$ cat src/sv/limit_order_book_matcher_unit_assert.svh
// ----------------------------------------------------------------------------
// limit order book matcher assertion macros
// clocked, reset-gated property checks used by the top level
// ----------------------------------------------------------------------------
`ifndef LIMIT_ORDER_BOOK_MATCHER_UNIT_ASSERT_SVH
`define LIMIT_ORDER_BOOK_MATCHER_UNIT_ASSERT_SVH

// implication checked on every clock edge outside reset
`define LOBM_ASSERT_IMPL(label, ante, cons, msg) \
  label: assert property (@(posedge clk) disable iff (rst) (ante) |-> (cons)) \
    else $error(msg);

// next-cycle implication checked outside reset
`define LOBM_ASSERT_NEXT(label, ante, cons, msg) \
  label: assert property (@(posedge clk) disable iff (rst) (ante) |=> (cons)) \
    else $error(msg);

`endif

$ cat src/sv/lobm_ram.sv
// ----------------------------------------------------------------------------
// lobm_ram
// generic single write, single read ram with registered read data
// ----------------------------------------------------------------------------
`default_nettype none
module lobm_ram #(
  parameter int WIDTH = 8,
  parameter int DEPTH = 16
) (
  input  wire logic                     clk,
  input  wire logic                     we,
  input  wire logic [$clog2(DEPTH)-1:0] waddr,
  input  wire logic [WIDTH-1:0]         wdata,
  input  wire logic [$clog2(DEPTH)-1:0] raddr,
  output logic      [WIDTH-1:0]         rdata
);
  logic [WIDTH-1:0] mem [DEPTH];

  always_ff @(posedge clk) begin
    if (we) begin
      mem[waddr] <= wdata;
    end
    rdata <= mem[raddr];
  end
endmodule
`default_nettype wire

$ cat config.mk
export PLATFORM = sky130hd
export DESIGN_NAME = lobm_ram
export DESIGN_NICKNAME = d
export VERILOG_FILES = /design/src/sv/limit_order_book_matcher_unit_assert.svh /design/src/sv/lobm_ram.sv
export SDC_FILE = /design/constraint.sdc
export NUM_CORES = 1
export LEC_CHECK = 0
export ABC_CLOCK_PERIOD_IN_PS = 2500
export BUFFER_PORTS_ARGS = -buffer_cell sky130_fd_sc_hd__buf_4
export CORE_ASPECT_RATIO = 1.25
export CORE_UTILIZATION = 60
export CTS_BUF_LIST = sky130_fd_sc_hd__clkbuf_16
export DETAILED_ROUTE_END_ITERATION = 8
export PLACE_DENSITY = 0.78
export SYNTH_ARGS = -nofsm -noshare
export SYNTH_HDL_FRONTEND = slang
export SYNTH_SLANG_ARGS = --single-unit
$ cat constraint.sdc
create_clock -name clk -period 2.5 [get_ports clk]
set_clock_uncertainty 0.15 [all_clocks]
set_input_delay 0.25 -clock clk [delete_from_list [all_inputs] [get_ports clk]]
set_output_delay 0.25 -clock clk [all_outputs]
set_load 0.02 [all_outputs]
======== Word-level counts from Yosys, hierarchy flattened ========
Memories as Yosys holds them, arrays and structs flattened. A register that Yosys moved wholly into a read port is not among the register bits.
Cells that the tools add are included.
storage, ports and cells
  bits in latches ......................... 0
  word-level logic and storage cells ...... 3
  memories ................................ 1
  memory bits (writable) .................. 128
  ROM bits ................................ 0
  bits of input ports ..................... 18
  bits in registers ....................... 0
memories
  memory  words  width  rd ports  clocked after Yosys merged registers in  write ports  RTL line        text
  mem     16     8      1         1                                        1            lobm_ram.sv:17  logic [WIDTH-1:0] mem [DEPTH];
operators by class
  multiply operators ...................... 0
  $lt $le $gt $ge ......................... 0
  divide/modulo/power cells ............... 0
  reductions and logical operators ........ 0
  add/sub/neg operators ................... 0
  bitwise gates (word level) .............. 0
  shifts and indexed selects .............. 0
  equality and inequality tests ........... 0
  muxes and demuxes ....................... 2
operator list
  kind     number
  $mux W1  2

======== Longest topological paths before layout ========
Gate-level depths: netlist (run 1).
  word-level depth ........................ 2
  gate-level depth with buffers ........... 5
  depth with buffers taken out ............ 3

======== Worst setup path before layout (run 1) ========
Ideal clock, no wire load.
  path kind ............................... input -> register
  start point ............................. in waddr[2]
  end point ............................... mem mem[0][0] (enable)
  path buffers ............................ 0
  arrival ................................. 1.360 ns
  path slack .............................. 0.607 ns
  data required time ...................... 1.967 ns
  stages .................................. 2
  cells stage by stage .................... or3b_2 nor3_1
RTL lines
  what         RTL line        text
  from (decl)  lobm_ram.sv:12  input wire logic [$clog2(DEPTH)-1:0] waddr,
  to (decl)    lobm_ram.sv:17
Straight into the memory's write port.

==> results of run 1 <==
-- logic make-up after synthesis --
kind of cell / after synthesis / synth area share, %
DFF: 136 / 77.78
muxes: 32 / 15.02
buffers and inverters: 10 / 1.677
AOI/OAI and AO/OA: 16 / 2.334
and+or+nand+nor: 35 / 3.184
-- layout make-up --
cell class,count,share of cell area (%)
clock buffers,17,6.870
flip-flops and latches,136,64.66
repair buffers,47,6.102
multi-input cells,83,17.07
well taps,97,1.960
clock inverters,15,3.334
-- synth_stat cells (all sizes together) --
cell type	instances	share of area (%)
dfxtp	8	3.1
nand2	9	0.66
or3b	1	0.17
edfxtp	128	75
nand3	1	0.097
a22oi	16	2.3
and2	1	0.12
nor2b	1	0.12
nand3b	2	0.29
mux4	32	15
buf	7	1.1
clkdlybuf4s25	3	0.58
nor3	4	0.39
nand2b	2	0.24
and2b	1	0.15
nor2	13	0.95
-- state kept, by name, indices dropped and copies added, names as in the netlist --
| name | count |
|---|---|
| rdata | 8 |
| mem | 128 |
-- report_power, final --
part / internal, mW / total, mW / switching, mW / leakage [nW]
Sequential: 2.55 / 2.57 / 0.0155 / 1.22
Clock: 1.75 / 2.64 / 0.890 / 0.308
Combinational: 0.120 / 0.267 / 0.147 / 0.607
-- layer usage --
metal,vias to the layer above,global-route usage (%)
li1,1084,-
met1,1250,32.09
met2,116,38.97
met3,10,6.578
met4,0,11.14
met5,-,0
-- per-stage QoR --
stage	hold WS, ns	std cells
after floorplan	0.1989	229
after global placement	0.3979	358
after detailed placement	0.4070	358
after CTS	0.001343	395
after global routing	0.01533	395
final	0.004458	395
-- worst max-delay path by stage --
stage | slack (ns) | to | from | depth (start not counted)
6_report | 1.01 | rdata[6]$_DFF_P_ | mem[10][6]$_DFFE_PP_ | 3
5_1_grt | 0.95 | rdata[6]$_DFF_P_ | raddr[0] | 5
4_1_cts | 1.0 | rdata[6]$_DFF_P_ | mem[10][6]$_DFFE_PP_ | 3
3_5_place_dp | 0.58 | rdata[0]$_DFF_P_ | raddr[0] | 5
3_3_place_gp | 0.58 | rdata[0]$_DFF_P_ | raddr[0] | 5
2_1_floorplan | 0.61 | mem[0][0]$_DFFE_PP_ | waddr[2] | 2
==> metrics.cfg, run 1 <==
[hold_path]
holdPathEnd = mem[0][6]$_DFFE_PP_
holdPathStages = 1
hp-class = in -> reg
min_from = wdata[6]

[synth]
syn-cell-area_um2 = 5147
yosys_register_bits = 136
synth_cell_types = 19
syn_inst = 229
synth_nets = 247
ys_seq_area_share_pct = 77.78
syn_area_per_cell_um2 = 22.48
yosys_warnings = 0

[layout]
fillers = 453
drive_gt1_share_pct = 30.54
layout_common_cells = edfxtp_1, buf_4, mux4_2
multi_input_area_um2 = 1057
regArea_um2 = 4004
fin_util_pct = 74.72
diodes = 0
final_area_um2 = 6192
syn_to_final_growth_pct = 20.30
fin_nets = 303
final_common_cell = edfxtp_1

[clock_tree]
clkSinkCount = 136
hold_buffers = 5
cts-resized-gates = 0
cts_tree = built
cts_setup_buffers = 0
ctsRootBufferMaster = clkbuf_16
worstSkewPairLatency_ns = 0.41
cts.clk_slew.worst_paths_ns = 0.05
cts-buffers-inserted = 17
h-tree-depth = 4
clockBufferDepth = 2

[detailed_routing]
ant_nets = 0
routedWlPerCell_um = 24.24
viasPerCell = 6.228
dr.pass1.iters = 7
drc = 2
route.met3.wl_um = 693
wl_um = 9574
drtIter0Drc = 250
wl_met1_um = 3727
top_layer = met4
wl_met2_um = 5041
num_vias = 2460

[power]
total_power_mw = 5.476
power.density_nw_per_um2 = 884.3
leakage_nw = 2.139
ir_drop_uv = 677.9

[worst_setup_path]
crit_family = multiplexers
worstPathRequired_ns = 2.63
crit_path_cell_trace = mux4_2, a22oi_1, nand2_1
regToRegStartpoint = mem[10][6]$_DFFE_PP_
arrival_ns = 1.61
worstPathMaxFanout = 1
reg2reg_slack_ns = 1.01
path_class = reg -> reg
rr_endpoint = rdata[6]$_DFF_P_
cp-end-kind = register
cpMaxStageDelayCell = mux4_2
cp_num_buf_inv = 0
cp_slowest_stage_delay_ns = 0.46
r2r_cells = 3
crit_path_start_kind = register

[floorplanning]
rows = 37
core_region_area_um2 = 8287
io_pins = 26
die_y_um = 105.6
start_util_pct = 62.12
dieArea_um2 = 8956
die_x_um = 84.85

[grt]
grt_max_degree = 33
antenna_found_initial = 0
grt_pass1_vias = 2606
grt.total_usage_pct = 24.49
grt-ovfl-total = 0
grt_first_pass_wirelength_um = 14930

[timing]
maxSlewViolCount = 0
tns_ns = 0
finalCritPeriodShare_pct = 59.45
setup_viol = 0
setup_slack_ns = 1.014
fmax_ghz = 0.6729
worst_pin_slew_ns = 0.7576
grt_setup_unrepaired = false
hold_viol_final = 0
slew_headroom_pct = 49.39
period_needed_ns = 1.486

[status]
status = complete, but fails checks
violations = DRC

[placed_design]
routabilityCongestion = 0.7414
dp_slack_ns = 0.5817
place_area_um2 = 5510
place_hpwl_um = 5848
place.port_buffers = 25

[run]
drv_cap = 0

No activity file was read; power rests on OpenSTA's default activity.
==> run 2: changes to the inputs <==
--- a/config.mk
+++ b/config.mk
@@ -5,7 +5,7 @@
 export SDC_FILE = /design/constraint.sdc
 export NUM_CORES = 1
 export LEC_CHECK = 0
-export ABC_CLOCK_PERIOD_IN_PS = 2500
+export ABC_CLOCK_PERIOD_IN_PS = 1400
 export BUFFER_PORTS_ARGS = -buffer_cell sky130_fd_sc_hd__buf_4
 export CORE_ASPECT_RATIO = 1.25
 export CORE_UTILIZATION = 60
==> constraint.sdc (replaced) <==
create_clock -name clk -period 1.4 [get_ports clk]
set_clock_uncertainty 0.15 [all_clocks]
set_input_delay 0.14 -clock clk [delete_from_list [all_inputs] [get_ports clk]]
set_output_delay 0.14 -clock clk [all_outputs]
set_load 0.02 [all_outputs]
==> run 2 against run 1 <==
Compared with the run above:
- the flow finishes with violations (DRC, setup timing)
- register-to-register slack worse by 1.0 ns
- wire length is 10% higher
- sequential power is 79% higher
- first-iteration DRC count is 11% lower
- largest power group unchanged
- clock-buffer cell count stayed put
- clock power is 92% higher
- critical path depth stayed put
- sequential cell count stayed put
- non-clock buffer count is 22 higher
- final cell count is 5.3% higher
==> metrics.cfg, run 2 (synthesis gave the netlist of run 1 again) <==
[status]
status = complete, but fails checks
violations = DRC, setup timing

[grt]
grt_first_pass_wirelength_um = 15560  ; +4.2%
antenna_found_initial = 0  ; unchanged
met2_usage_pct = 41.75  ; +2.8 points
grt_pass1_vias = 2688  ; +3.1%
grt.total_usage_pct = 25.93  ; +1.4 points
grt-ovfl-total = 0  ; unchanged
grt_use_met1_pct = 32.36  ; +0.27 points
busiest_layer = met2
grt_max_degree = 17  ; -48%
met3_usage_pct = 9.240  ; +2.7 points

[power]
leakage_nw = 2.257  ; +5.6%
total_power_mw = 10.23  ; +87%
ir_drop_uv = 1261  ; +86%
power.density_nw_per_um2 = 1567  ; +77%

[layout]
regArea_um2 = 4004  ; unchanged
regMostFlops = mem
fillers = 404  ; -11%
syn_to_final_growth_pct = 26.74
largest_reg_flops = 128  ; unchanged
diodes = 0  ; unchanged
fin_nets = 325  ; +7.3%
drive_gt1_share_pct = 43.57  ; +13 points
top_regs = mem x128, rdata x8
layout_common_cells = edfxtp_1, buf_4, mux4_2
final_common_cell = edfxtp_1
multi_input_area_um2 = 1130  ; +6.9%

[placed_design]
place.port_buffers = 25  ; unchanged
place_hpwl_um = 6498  ; +11%
dp_slack_ns = -0.2749  ; -0.8566 ns
routabilityCongestion = 0.7889  ; +6.4%

[timing]
worst_pin_slew_ns = 0.9978  ; +0.2402 ns
hold_viol_final = 0  ; unchanged
setup_viol = 5  ; +5
setup_slack_ns = -0.03357  ; -1.047 ns
slew_headroom_pct = 33.34  ; -16 points
fmax_ghz = 0.6976  ; +3.7%
maxSlewViolCount = 0  ; unchanged
grt_setup_unrepaired = true
period_needed_ns = 1.434  ; -0.05257 ns
finalCritPeriodShare_pct = 102.4  ; +43 points
tns_ns = -0.08834  ; -0.08834 ns

[floorplanning]
dieArea_um2 = 8956  ; unchanged
die_x_um = 84.85  ; unchanged
start_util_pct = 62.12  ; unchanged
rows = 37  ; unchanged
die_y_um = 105.6  ; unchanged
io_pins = 26  ; unchanged
core_region_area_um2 = 8287  ; unchanged

[worst_setup_path]
crit_path_cell_trace = mux4_2, a22oi_2, nand2_1
cp_slowest_stage_delay_ns = 0.51  ; +0.05 ns
crit_path_start_kind = register
cpMaxStageDelayCell = mux4_2
path_class = reg -> reg
worstPathMaxFanout = 1  ; unchanged
worstPathRequired_ns = 1.55  ; -1.08 ns
arrival_ns = 1.59  ; -0.02 ns
cp-end-kind = register

[clock_tree]
cts.clk_slew.worst_paths_ns = 0.06  ; about the same
worstSkewPairLatency_ns = 0.42  ; about the same
clkSinkCount = 136  ; unchanged
cts_tree = built
cts_setup_buffers = 0  ; unchanged
cts-buffers-inserted = 17  ; unchanged
ctsRootBufferMaster = clkbuf_16
clockBufferDepth = 2  ; unchanged
h-tree-depth = 4  ; unchanged

[detailed_routing]
ant_nets = 0  ; unchanged
drc = 3  ; +1
drtIter0Drc = 223  ; -11%
dr.pass1.iters = 7  ; unchanged
num_vias = 2675  ; +8.7%
wl_um = 10570  ; +10%
routedWlPerCell_um = 25.42  ; +4.9%
viasPerCell = 6.430  ; +3.3%

[hold_path]
hp-class = in -> reg

[run]
drv_cap = 0  ; unchanged

## run 2: report_power, final
group,switching (mW),internal (mW),leakage (nW)
Combinational,0.303,0.273,0.706
Sequential,0.0381,4.55,1.22
Clock,1.56,3.49,0.328
Total,1.91,8.32,2.26
## run 2: path summary, 6_finish.rpt
| check | start | to | slack (ns) | cells past startpoint |
|---|---|---|---|---|
| worst max-delay path | mem[11][5]$_DFFE_PP_ | rdata[5]$_DFF_P_ | -0.03 | 3 |
| worst min-delay path | waddr[1] | mem[0][6]$_DFFE_PP_ | 0.08 | 3 |
| worst max register to register | mem[11][5]$_DFFE_PP_ | rdata[5]$_DFF_P_ | -0.03 | 3 |
| worst min register to register | mem[4][2]$_DFFE_PP_ | rdata[2]$_DFF_P_ | 0.52 | 3 |
## run 2: metrics by stage
stage / utilization (%) / instances / hold WS (ns) / area (µm²)
after CTS: 78.64 / 416 / 0.06539 / 6516
after detailed placement: 69.11 / 377 / 0.3029 / 5727
after floorplan: - / 229 / 0.08887 / 5191
after global routing: 78.73 / 416 / 0.07639 / 6524
after global placement: 69.11 / 377 / 0.2914 / 5727
final: 78.73 / 416 / 0.07753 / 6524
## run 2: cell type report
class                      count  area share (%)
clock buffer                  17           6.521
sequential                   136           61.37
multi-input combinational     83           17.32
timing repair buffer          69           9.014
tap                           97           1.860
clock inverter                14           3.913
## run 2: repair_timing
item,CTS,global route
endpoints found under the setup margin,8,8
hold buffers,8,0
hold endpoints to repair,128,0
pin swaps,1,12
resized for setup,18,5
## run 2: per-layer routing
| layer | vias up | routed length, µm | share of wire, % |
|---|---|---|---|
| li1 | 1124 | - | - |
| met1 | 1344 | 3942 | 37 |
| met2 | 188 | 5483 | 52 |
| met3 | 19 | 968 | 9.2 |
| met4 | 0 | 179 | 1.7 |
| met5 | - | 0 | 0 |
## run 2: worst max-delay path: cells and delay by family, from the launching register on
family             cells  cell delay, ns
muxes                  1            0.51
DFF                    1            0.39
AOI/OAI and AO/OA      1            0.20
and+or+nand+nor        1            0.08
==> run 3: changes to the inputs <==
--- a/config.mk
+++ b/config.mk
@@ -9,7 +9,6 @@
 export BUFFER_PORTS_ARGS = -buffer_cell sky130_fd_sc_hd__buf_4
 export CORE_ASPECT_RATIO = 1.25
 export CORE_UTILIZATION = 60
-export CTS_BUF_LIST = sky130_fd_sc_hd__clkbuf_16
 export DETAILED_ROUTE_END_ITERATION = 8
 export PLACE_DENSITY = 0.78
 export SYNTH_ARGS = -nofsm -noshare
==> run 3 against run 2 <==
Compared with the run above:
- the flow still finishes with violations (DRC, setup timing)
- clock power is 2% lower
- sequential share of layout area down 0.36 points
- final cell count rose by 0.96%
- power shrank 0.67%
- largest cell class unchanged
- largest power group unchanged
- highest routed layer unchanged
==> metrics.cfg, run 3 (synthesis gave the netlist of run 1 again) <==
[status]
status = complete, but fails checks
violations = DRC, setup timing

[detailed_routing]
dr.pass1.iters = 7  ; unchanged
drtIter0Drc = 237  ; +6.3%
num_vias = 2635  ; -1.5%
viasPerCell = 6.274  ; -2.4%
wl_um = 10550  ; -0.25%
ant_nets = 0  ; unchanged
routedWlPerCell_um = 25.11  ; -1.2%
drc = 3  ; unchanged

[grt]
grt_first_pass_wirelength_um = 15590  ; +0.18%
grt-ovfl-total = 0  ; unchanged
grt_pass1_vias = 2758  ; +2.6%
grt.total_usage_pct = 25.93  ; about the same
antenna_found_initial = 0  ; unchanged
grt_max_degree = 17  ; unchanged

[placed_design]
place.port_buffers = 25  ; unchanged
routabilityCongestion = 0.7889  ; unchanged
dp_slack_ns = -0.2749  ; unchanged
dp.cells = 377  ; unchanged
place_hpwl_um = 6498  ; unchanged

[floorplanning]
die_x_um = 84.85  ; unchanged
start_util_pct = 62.12  ; unchanged
rows = 37  ; unchanged
core_region_area_um2 = 8287  ; unchanged
dieArea_um2 = 8956  ; unchanged
io_pins = 26  ; unchanged
die_y_um = 105.6  ; unchanged

[layout]
regMostFlops = mem
largest_reg_flops = 128  ; unchanged
final_common_cell = edfxtp_1
diodes = 0  ; unchanged
syn_to_final_growth_pct = 27.49
top_regs = mem x128, rdata x8
drive_gt1_share_pct = 43.96  ; +0.39 points
fin_util_pct = 79.19  ; +0.47 points
fillers = 406  ; +0.50%
final-instance-count-excl-fill = 420  ; +0.96%
layout_common_cells = edfxtp_1, buf_4, mux4_2
fin_nets = 329  ; +1.2%

[clock_tree]
clockBufferDepth = 2  ; unchanged
ctsRootBufferMaster = clkbuf_8
worstSkewPairLatency_ns = 0.53  ; +0.11 ns
cts.clk_slew.worst_paths_ns = 0.06  ; about the same
cts_setup_buffers = 0  ; unchanged
h-tree-depth = 4  ; unchanged
cts_tree = built
cts-buffers-inserted = 17  ; unchanged
clkSinkCount = 136  ; unchanged

[power]
leakage_nw = 2.265  ; +0.35%
ir_drop_uv = 1133  ; -10%
power.density_nw_per_um2 = 1548  ; -1.3%
total_power_mw = 10.16  ; -0.67%

[timing]
finalCritPeriodShare_pct = 102.9  ; +0.45 points
hold_viol_final = 0  ; unchanged
maxSlewViolCount = 0  ; unchanged
setup_slack_ns = -0.03991  ; -0.006334 ns
slew_headroom_pct = 34.32  ; +0.97 points
worst_pin_slew_ns = 0.9816  ; -0.01619 ns
setup_viol = 4  ; -1
period_needed_ns = 1.440  ; +0.006334 ns
grt_setup_unrepaired = true
fmax_ghz = 0.6945  ; -0.44%

[worst_setup_path]
regToRegStartpoint = mem[10][1]$_DFFE_PP_
cp_num_buf_inv = 0  ; unchanged
arrival_ns = 1.69  ; +0.10 ns
cpMaxStageDelayCell = mux4_2
path_class = reg -> reg
worstPathMaxFanout = 1  ; unchanged
crit_start = mem[10][1]$_DFFE_PP_
worstPathRequired_ns = 1.65  ; +0.10 ns
crit_path_start_kind = register
cp-end-kind = register
crit_path_cell_trace = mux4_2, a22oi_2, nand2_1
crit_family = multiplexers
cp_slowest_stage_delay_ns = 0.48  ; -0.03 ns

[hold_path]
hp-class = in -> reg
min_from = waddr[3]

[run]
drv_cap = 0  ; unchanged

run 3: cell types whose count changed in the layout (fill, tap and decap cells not counted), sizes merged:
cell / delta
clkbuf: +1
dlygate4sd3: +4
inv: -1
run 3: report_power, final:
part	internal, mW	switching, mW	leakage, nW
Clock	3.41	1.57	0.318
Combinational	0.280	0.304	0.723
Sequential	4.55	0.0370	1.22
Total	8.25	1.91	2.27
run 3: timing repair:
item / 4_1_cts / 5_1_grt
gates resized for setup: 20 / 8
hold buffers: 12 / 0
endpoints found under the setup margin: 8 / 39
hold endpoints to repair: 155 / 0
pin swaps: 8 / 4
run 3: final cells by class:
type	instances	area (µm²)	area share (%)
flip-flops and latches	136	4004	61.01
repair buffers	73	635.6	9.685
well taps	97	121.4	1.849
multi-input cells	83	1132	17.25
clock buffers	18	417.9	6.368
clock inverters	13	251.5	3.832
run 3: final timing paths:
| path | end | cells after the start | slack (ns) |
|---|---|---|---|
| min | mem[1][7]$_DFFE_PP_ | 4 | 0.08 |
| max reg2reg | rdata[1]$_DFF_P_ | 3 | -0.04 |
| min reg2reg | rdata[2]$_DFF_P_ | 3 | 0.53 |
| max | rdata[1]$_DFF_P_ | 3 | -0.04 |
run 3: layer usage:
| layer | share of wire, % | track usage [%] | vias up |
|---|---|---|---|
| met2 | 52 | 41.93 | 149 |
| met3 | 8.2 | 8.692 | 27 |
| met4 | 2.7 | 11.86 | 0 |
| met5 | 0 | 0 | - |
| met1 | 37 | 31.97 | 1329 |
| li1 | - | - | 1130 |
run 3: tightest hold or removal path, cell delays in order:
cell and delay, ns:
buf_4 0.08, or3b_4 0.16, nor2_2 0.05, buf_4 0.14
run 3: stage by stage:
step	instance area (µm²)	hold WS [ns]	TNS (ns)
2_1_floorplan	5191	0.08887	-0.1729
3_3_place_gp	5727	0.2914	-6.588
3_5_place_dp	5727	0.3029	-7.973
4_1_cts	6538	0.05124	-0.06917
5_1_grt	6563	0.06635	-0.5086
6_report	6563	0.08263	-0.09913
